<file path="config.mk">
export PLATFORM = sky130hd
export DESIGN_NAME = inws_front
export DESIGN_NICKNAME = d
export VERILOG_FILES = /design/src/rtl/inws_pkg.sv /design/src/rtl/inws_front.sv
export SDC_FILE = /design/constraint.sdc
export NUM_CORES = 1
export LEC_CHECK = 0
export ABC_AREA = 1
export BUFFER_PORTS_ARGS = -buffer_cell sky130_fd_sc_hd__buf_2
export CAP_MARGIN = 25
export CORE_ASPECT_RATIO = 0.6
export CORE_UTILIZATION = 46
export CTS_CLUSTER_SIZE = 10
export DETAILED_ROUTE_END_ITERATION = 16
export PLACE_DENSITY_LB_ADDON = 0.2
export SLEW_MARGIN = 5
export SYNTH_ARGS = -nofsm -noshare
export SYNTH_HDL_FRONTEND = slang
export SYNTH_SLANG_ARGS = --single-unit
</file>
<file path="constraint.sdc">
create_clock -name clk -period 9.2 [get_ports clk]
set_clock_uncertainty 0.15 [all_clocks]
set_input_delay 1.84 -clock clk [delete_from_list [all_inputs] [get_ports clk]]
set_output_delay 1.84 -clock clk [all_outputs]
set_load 0.005 [all_outputs]
</file>
<file path="src/rtl/inws_pkg.sv">
// Shared types, codes and constants of the indexed neighbour weighted sum.
package inws_pkg;

  // Command codes of an input item.
  localparam logic [1:0] CMD_LOAD_FEATURE = 2'd0;
  localparam logic [1:0] CMD_LOAD_INDEX   = 2'd1;
  localparam logic [1:0] CMD_LOAD_WEIGHT  = 2'd2;
  localparam logic [1:0] CMD_COMPUTE      = 2'd3;

  // Result error codes.
  localparam logic [1:0] ERR_OK        = 2'd0;
  localparam logic [1:0] ERR_NEIGHBOUR = 2'd1;
  localparam logic [1:0] ERR_ADDRESS   = 2'd2;

  // Configuration register indexes.
  localparam logic [2:0] REG_PIXELS        = 3'd0;
  localparam logic [2:0] REG_CHANNELS      = 3'd1;
  localparam logic [2:0] REG_IMAGES        = 3'd2;
  localparam logic [2:0] REG_NEIGHBOURS    = 3'd3;
  localparam logic [2:0] REG_SHARE_CHANNEL = 3'd4;
  localparam logic [2:0] REG_SHARE_PIXEL   = 3'd5;

  localparam int CFG_INDEX_W = 3;
  localparam int CFG_DATA_W  = 17;
  localparam int SUM_W       = 40;
  // Wide enough for the largest address the element ranges can form.
  localparam int ADDR_W      = 42;

  // Default sizes.
  localparam int FEATURE_WORDS_DEF  = 65536;
  localparam int INDEX_WORDS_DEF    = 65536;
  localparam int WEIGHT_WORDS_DEF   = 65536;
  localparam int MAX_NEIGHBOURS_DEF = 16;

  // One input item as it waits in the queue.
  typedef struct packed {
    logic [1:0]         cmd;
    logic [15:0]        load_address;
    logic signed [15:0] load_value;
    logic [15:0]        load_neighbour;
    logic [15:0]        pixel;
    logic [7:0]         channel;
    logic [7:0]         image;
  } item_t;

  // Configuration register set.
  typedef struct packed {
    logic [16:0] pixels_per_image;
    logic [8:0]  channel_count;
    logic [8:0]  image_count;
    logic [4:0]  neighbour_count;
    logic        share_across_channels;
    logic        share_across_pixels;
  } cfg_t;

  // Queue head status toward the back end.
  typedef struct packed {
    logic  valid;
    item_t item;
  } head_t;

  // Back end sequencer states.
  typedef enum logic [3:0] {
    ST_IDLE,
    ST_SETUP1,
    ST_SETUP2,
    ST_SETUP3,
    ST_IDX,
    ST_NBR,
    ST_FETCH,
    ST_MUL,
    ST_ACC,
    ST_DONE
  } state_t;

endpackage

</file>
<file path="src/rtl/inws_front.sv">
// Front end: accepts items and holds them in a two-entry queue.
module inws_front (
  input  logic           clk,
  input  logic           rst,
  input  logic           start,
  output logic           busy,
  input  inws_pkg::item_t in_item,
  input  logic           pop,
  output inws_pkg::head_t head
);
  import inws_pkg::*;

  item_t      q [2];
  logic       wr_ptr;
  logic       rd_ptr;
  logic [1:0] count;
  logic       push;
  logic       do_pop;

  assign busy   = (count == 2'd2);
  assign push   = start && !busy;
  assign do_pop = pop && (count != 2'd0);

  assign head.valid = (count != 2'd0);
  assign head.item  = q[rd_ptr];

  // Queue storage.
  always_ff @(posedge clk) begin
    if (push) begin
      q[wr_ptr] <= in_item;
    end
  end

  // Pointers and fill count.
  always_ff @(posedge clk) begin
    if (rst) begin
      wr_ptr <= 1'b0;
      rd_ptr <= 1'b0;
      count  <= 2'd0;
    end else begin
      if (push) begin
        wr_ptr <= ~wr_ptr;
      end
      if (do_pop) begin
        rd_ptr <= ~rd_ptr;
      end
      count <= count + 2'(push) - 2'(do_pop);
    end
  end

endmodule

</file>
==> results by group, run 1 <==
STA
  • Slew margin rel.: a little over two fifths
  • Setup TNS Final: 0 ns
  • Worst setup margin: around 4.6 ns
  • Setup-failing EPs final: 0
  • Fmax: 0.219 GHz
  • Final period utilization: 49.7%
  • Period minus WS final: 4.57 ns
  • Slew Limit Fails: 0
  • Worst Max-Slew Pin Slew: between 0.8 and 0.9 ns
  • RSZ-0062 raised after global routing: no
  • Hold Vio Cnt, Final: 0

Floorplan
  • Die height: 94.6 um
  • Starting density of the core: between 40% and 50%
  • Site Rows: 33
  • Die Span X: between 150 and 200 um
  • Core area: between 10000 and 15000 um^2
  • IO Pins: between 150 and 200
  • Die ar.: approximately 15000 um^2

Logic synthesis
  • Cell Area, Synth: between 6000 and 7000 um^2
  • Syn avg cell area: 22.4 um^2
  • Cell variety after synth: 12
  • Ys async rst share: 0%
  • Largest area contributor in the netlist: edfxtp_1
  • Sequential area share after synthesis: roughly three quarters
  • Post-synth EDFFs: 164
  • Commonest cells post-synth: edfxtp_1 (164), mux2_4 (80), inv_1 (9), nor2_1 (9)
  • Ranking of synthesized cells by area: edfxtp_1 (75%), mux2_4 (18%), buf_12 (2.4%)
  • Yosys warns: 0
  • Synth top area share: around three quarters
  • Yosys reg bits: between 150 and 200
  • Synth Instances: a little under 300
  • Mapped Nets: ~380
  • Count leader, synth: edfxtp_1
  • Primary FF master, synth: edfxtp_1

Clock network
  • CTS clk-pin slew, worst paths: roughly 0.070 ns
  • Clock sinks: 169
  • CTS tree: built
  • Clk Tree Root Cell: clkbuf_16
  • Deepest clock path buffer count: 2
  • CTS Buf Count: 17
  • Post-cts sizing count: 0
  • Worst-Skew Late Latency: about 0.41 ns
  • Hold buffer count at CTS: 0
  • Post-CTS setup buffer count: 0
  • CTS H-tree depth: 4

Global route
  • GRT Total Usage: 15.9%
  • Largest net degree at the start of global routing: between 40 and 50
  • Vias in the first global route: ~3300
  • Initial antenna violation count: 3
  • Global route overflow: 0
  • Global-route wire length before repair: 16.9 mm

Outcome
  • Status: finished clean

Worst setup path
  • Largest stage delay, worst path: approximately 0.81 ns
  • Worst Setup End Kind: output port
  • Critical Path AT: approximately 2.6 ns
  • CP Cell Sequence: buf_4, mux2_2, buf_2
  • CP Data Required Time: ~7.2 ns
  • Critical path's top delay family: buffers and inverters
  • Critical Path Source Type: flop
  • Slowest cell on the critical path: dfxtp_4
  • Critical path class: flop to output port
  • Crit path buffers/inverters: 2
  • CP max FO: 45

Drt
  • Vias: around 3200
  • DRC Markers: 0
  • Drt wl/cell: between 15 and 20 um
  • Initial DRT Pass Iterations: 5
  • Post-DR vias/cell: ~4.7
  • Starting DRT DRC Count: 127
  • Total wire length: around 11 mm
  • Final ANT Viol Nets: 0

Pwr
  • P_int: about 0.0017 W
  • P_sw: 0.000555 W
  • VDD IR max: between 100 and 150 uV
  • Sequential share of power: 46.0%
  • Combinational share of power: a little over a fifth
  • Clock power frac: between 30 and 40%
  • PD cells: approximately 270 nW/um^2
  • LEAKAGE: roughly 3.3 nW
  • Switching share of power: 24.8%

Layout
  • Filler cells: 1072
  • Nets: around 570
  • Share of cells above drive strength 1: 58.8%
  • Area Growth Syn to Fin: 24.2%

Job
  • # Max-Cap Violations: 0

Placement
  • Hpwl dp: between 7 and 8 mm
  • RD Place Congestion: 0.773
  • IO Port Bufs: approximately 170
  • Pre-CTS WS: 5.00 ns

Min path
  • Hold crit path type: flop to flop
## power by group through the flow
stage / Combinational, W / Sequential [W] / Clock (W)
final: 0.000490 / 0.00103 / 0.000716
after global routing: 0.000537 / 0.00104 / 0.000766
after CTS: 0.000499 / 0.00103 / 0.000734
after detailed placement: 0.000495 / 0.00105 / 0
after global placement: 0.000487 / 0.00104 / 0
after floorplan: 0.000371 / 0.00102 / 0
## routing by layer
| layer | vias up | global-route usage (%) | share of wire [%] |
|---|---|---|---|
| met1 | 1588 | 19.4 | 44 |
| met3 | 10 | 8.31 | 9.6 |
| li1 | 1505 | - | - |
| met4 | 2 | 4.66 | 0.59 |
| met2 | 121 | 24.7 | 46 |
| met5 | - | 0 | 0.15 |
## worst register-to-register path, cell delays in order (launching register included)
cell and delay [ns]:
dfxtp_1 0.37, inv_1 0.07, nand2_1 0.12, nand3_1 0.12
clkinv_2 0.06, buf_4 0.48, buf_16 0.32
## through the flow
stage / util (%) / total power (W) / area [um^2] / hold slack (ns) / cells
global route: 59.1 / 0.00234 / 8150 / 0.408 / 682
floorplan: - / 0.00139 / 6570 / 0.317 / 293
finish: 59.2 / 0.00224 / 8160 / 0.360 / 684
global placement: 54.6 / 0.00153 / 7520 / 0.336 / 649
detailed placement: 54.8 / 0.00154 / 7550 / 0.350 / 650
CTS: 59.1 / 0.00226 / 8150 / 0.365 / 682
## path summary, 6_finish.rpt
check | startpoint | depth (start not counted) | slack, ns | to
worst max-delay path | flop | 3 | 4.63 | head[81]
worst min-delay path | rd_ptr | 2 | 0.36 | rd_ptr
worst max register to register | count[0] | 6 | 7.19 | q[1][28]
worst min register to register | rd_ptr | 2 | 0.36 | rd_ptr
## state kept, by name (all words and copies together) (netlist names), named ones only
name / flops
q: 164
wr_ptr: 1
count: 2
rd_ptr: 1
## placed cells by master, fill, tap and decap left out, drive strengths merged
cell / instances
inv: 11
edfxtp: 164
dfxtp: 5
clkinv: 7
mux2: 82
diode: 2
nand2: 8
ha: 2
nor2: 9
a21oi: 2
clkinvlp: 2
clkbuf: 18
buf: 174
nand3: 3
bufinv: 3
## layout make-up
type	instances	area, um^2	share of cell area (%)
sequential	169	5030	61.6
multi-input combinational	106	1350	16.5
timing repair buffer	174	903	11.1
clock buffer	18	429	5.26
tap	192	240	2.94
clock inverter	14	171	2.10
inverter	9	35.0	0.429
antenna	2	5.00	0.0613
## cell families (layout without fill, tap and decap cells)
group / after synthesis / after routing / share of synthesized area (%)
flops: 169 / 169 / 76.5
fa+ha+maj: 2 / 2 / 0.381
other cells: 0 / 2 / 0
buf+inv: 18 / 215 / 3.12
compound gates: 2 / 2 / 0.152
mux: 82 / 82 / 18.6
simple gates: 20 / 20 / 1.20
No activity file was read; power rests on OpenSTA's default activity.
==> run 2: changes to the inputs <==
--- a/config.mk
+++ b/config.mk
@@ -5,7 +5,7 @@
 export SDC_FILE = /design/constraint.sdc
 export NUM_CORES = 1
 export LEC_CHECK = 0
-export ABC_AREA = 1
+export ABC_AREA = 0
 export BUFFER_PORTS_ARGS = -buffer_cell sky130_fd_sc_hd__buf_2
 export CAP_MARGIN = 25
 export CORE_ASPECT_RATIO = 0.6
==> constraint.sdc (replaced) <==
create_clock -name clk -period 4.5 [get_ports clk]
set_clock_uncertainty 0.15 [all_clocks]
set_input_delay 0.9 -clock clk [delete_from_list [all_inputs] [get_ports clk]]
set_output_delay 0.9 -clock clk [all_outputs]
set_load 0.005 [all_outputs]
==> run 2 against run 1 <==
Against the previous run:
- critical path depth stayed put
- sequential power is 99% higher
- first-iteration DRC count is 6.3% higher
- sequential share of layout area is 2.7 points higher
- sequential cell count stayed put
- largest cell class unchanged
- highest routed layer unchanged
==> results by group, run 2 <==
Drt
  • Post-DR vias/cell: 4.79 (+1.5%)
  • Drt wl/cell: 16.5 um (about the same)
  • DRC Markers: 0 (unchanged)
  • Vias: 3093 (-4.1%)
  • Met3 WL post-DR: 915 um (-15%)
  • Final ANT Viol Nets: 0 (unchanged)
  • Initial DRT Pass Iterations: 5 (unchanged)
  • Total wire length: 10.6 mm (-5.6%)
  • Wire length on met1: 4.71 mm (-5.3%)
  • DR top layer: met5
  • Starting DRT DRC Count: 135 (+6.3%)
  • Met2 wire len: 4.92 mm (-4.4%)

Outcome
  • Status: finished clean

Logic synthesis
  • Post-synth EDFFs: 164 (unchanged)
  • Ranking of synthesized cells by area: edfxtp_1 (80%), mux2_2 (15%), dfxtp_1 (1.6%)
  • Yosys reg bits: 169 (unchanged)
  • Synth top area share: 79.7% (+4.7 points)
  • Commonest cells post-synth: edfxtp_1 (164), mux2_2 (82), buf_6 (8), dfxtp_1 (5)
  • Primary FF master, synth: edfxtp_1
  • Yosys warns: 0 (unchanged)
  • Cell Area, Synth: 6180 um^2 (-5.9%)
  • Cell variety after synth: 20 (+8)
  • Sequential area share after synthesis: 81.3% (+4.8 points)
  • Count leader, synth: edfxtp_1
  • Largest area contributor in the netlist: edfxtp_1
  • Syn avg cell area: 22.0 um^2 (-1.9%)
  • Ys async rst share: 0% (unchanged)
  • Synth Instances: 281 (-4.1%)
  • Mapped Nets: 369 (-3.1%)

Layout
  • Area Growth Syn to Fin: 26.6%
  • Sequential cell area: 5030 um^2 (unchanged)
  • Largest Register: q
  • Antenna diodes: 0 (-2)
  • Multi-input logic area: 1050 um^2 (-22%)
  • Largest register FFs: 164 (unchanged)
  • Filler cells: 987 (-7.9%)
  • Most common cell after layout, fill and taps aside: buf_2
  • Nets: 552 (-2.3%)
  • Leading cell types in the layout, fill and taps excluded: buf_2 (169), edfxtp_1 (164), mux2_2 (82)
  • Fin util: 60.3% (+1.1 points)
  • Registers with the most flip-flops: q x164, count x2
  • Share of cells above drive strength 1: 61.1% (+2.4 points)
  • Fin cells: 646 (-5.6%)

STA
  • Setup TNS Final: 0 ns (unchanged)
  • Setup-failing EPs final: 0 (unchanged)
  • Period minus WS final: about 3.0 ns
  • Final period utilization: between 60% and 70%
  • Worst Max-Slew Pin Slew: 0.734 ns (-0.122 ns)
  • RSZ-0062 raised after global routing: no
  • Hold Vio Cnt, Final: 0 (unchanged)
  • Fmax: 0.328 GHz
  • Slew margin rel.: 51.0% (+8.1 points)
  • Slew Limit Fails: 0 (unchanged)

Global route
  • Global-route wire length before repair: 16.3 mm (-3.8%)
  • Largest net degree at the start of global routing: 48 (+4.3%)
  • Global route overflow: 0 (unchanged)
  • GRT Total Usage: 16.1% (+0.22 points)
  • Vias in the first global route: 3219 (-3.6%)
  • Initial antenna violation count: 1 (-2)

Placement
  • IO Port Bufs: 169 (unchanged)
  • RD Place Congestion: 0.734 (-5.1%)
  • Post-Place Cells: 615 (-5.4%)
  • Hpwl dp: 6.96 mm (-3.7%)

Floorplan
  • Die height: 91.8 um (-2.9%)
  • IO Pins: 170 (unchanged)
  • Starting density of the core: 47.6% (about the same)
  • Site Rows: 32 (-3.0%)
  • Die Span X: 152 um (-3.0%)
  • Die ar.: 13900 um^2 (-5.8%)
  • Core area: 13000 um^2 (-5.9%)

Worst setup path
  • Worst r2r src: count[0]
  • Worst Setup End Kind: output port
  • Critical Path AT: 2.00 ns (-0.58 ns)
  • Crit path buffers/inverters: 2 (unchanged)
  • Critical path's top delay family: flip-flops
  • Worst R2R End: q[0][50]
  • Slowest cell on the critical path: dfxtp_4
  • CP max FO: 47 (+4.4%)
  • Reg2reg setup slack: 2.23 ns (-4.96 ns)
  • CP Data Required Time: 3.45 ns (-3.76 ns)
  • Reg2reg path depth: 5 (-1)
  • Critical Path Source Type: flop
  • CP Cell Sequence: buf_12, mux2_2, buf_2
  • Largest stage delay, worst path: 0.76 ns (-0.05 ns)
  • Critical path class: flop to output port

Pwr
  • VDD IR max: 281 uV (+120%)
  • LEAKAGE: 2.94 nW (-9.6%)
  • PD cells: 553 nW/um^2 (+100%)

Clock network
  • Hold buffer count at CTS: 0 (unchanged)
  • Deepest clock path buffer count: 2 (unchanged)
  • Clk Tree Root Cell: clkbuf_16
  • Post-CTS setup buffer count: 0 (unchanged)
  • Post-cts sizing count: 0 (unchanged)
  • CTS tree: built
  • Clock sinks: 169 (unchanged)
  • CTS H-tree depth: 4 (unchanged)
  • CTS Buf Count: 17 (unchanged)
  • CTS clk-pin slew, worst paths: 0.06 ns (about the same)
  • Worst-Skew Late Latency: 0.41 ns (about the same)

Min path
  • Cell depth of the worst hold path: 2 (unchanged)
  • Hold crit path type: flop to flop
  • Hold Path Sink: wr_ptr
  • Hold path startpoint: wr_ptr

Job
  • # Max-Cap Violations: 0 (unchanged)
[run 2: cell types whose count changed after synthesis, moves of 2 or more]
cell	delta
buf_12	-8
buf_6	+7
inv_1	-6
mux2_2	+80
mux2_4	-80
nand2_1	-7
nand3_1	-3
nor2_1	-6
xnor2_1	+2
[run 2: power by group]
| part | switching [W] | leakage (nW) | internal (W) | total (W) |
|---|---|---|---|---|
| Sequential | 0.0000961 | 1.57 | 0.00195 | 0.00205 |
| Combinational | 0.000370 | 1.08 | 0.000450 | 0.000820 |
| Clock | 0.000578 | 0.288 | 0.000875 | 0.00145 |
| Total | 0.00104 | 2.94 | 0.00328 | 0.00432 |
[run 2: worst reg2reg max path: stages (launching register included)]
cell and delay [ns]:
dfxtp_1 0.36, nand2b_2 0.16, inv_2 0.04, or3_1 0.34, clkinv_2 0.52, buf_12 0.37
[run 2: metrics by stage]
| step | setup slack, ns | hold slack [ns] | power (W) | cell area, um^2 |
|---|---|---|---|---|
| floorplan | 1.02 | 0.301 | 0.00258 | 6180 |
| global placement | 1.69 | 0.333 | 0.00289 | 7180 |
| detailed placement | 1.68 | 0.337 | 0.00292 | 7220 |
| CTS | 1.40 | 0.353 | 0.00438 | 7820 |
| global route | 1.32 | 0.380 | 0.00453 | 7820 |
| finish | 1.45 | 0.356 | 0.00432 | 7820 |
[run 2: logic make-up (layout without fill, tap and decap cells)]
kind of cell | Yosys count | after routing | synth area share, %
compound gates | 3 | 3 | 0.283
xor+xnor | 3 | 3 | 0.425
fa+ha+maj | 2 | 2 | 0.405
buf+inv | 13 | 208 | 1.82
flops | 169 | 169 | 81.3
mux | 82 | 82 | 14.9
simple gates | 9 | 9 | 0.810
[run 2: metal layers]
metal	vias up	track usage (%)
met5	-	0
met4	2	5.69
met3	10	6.57
met2	117	25.0
met1	1488	20.4
li1	1476	-
[run 2: cell type report]
class / instances / share of cell area [%]
Clock buffer: 17 / 5.44
Inverter: 4 / 0.208
Tap cell: 170 / 2.72
Sequential cell: 169 / 64.3
Timing Repair Buffer: 173 / 11.8
Multi-Input combinational cell: 99 / 13.4
Clock inverter: 14 / 2.19
[run 2: worst max path at each step]
stage                     depth (start not counted)  start        to
after floorplan                                   3  start   q[0][0]
after global placement                            5  start   q[0][4]
after detailed placement                          5  start   q[0][1]
after CTS                                         3   flop  head[39]
after global routing                              3   flop  head[39]
final                                             3   flop  head[32]
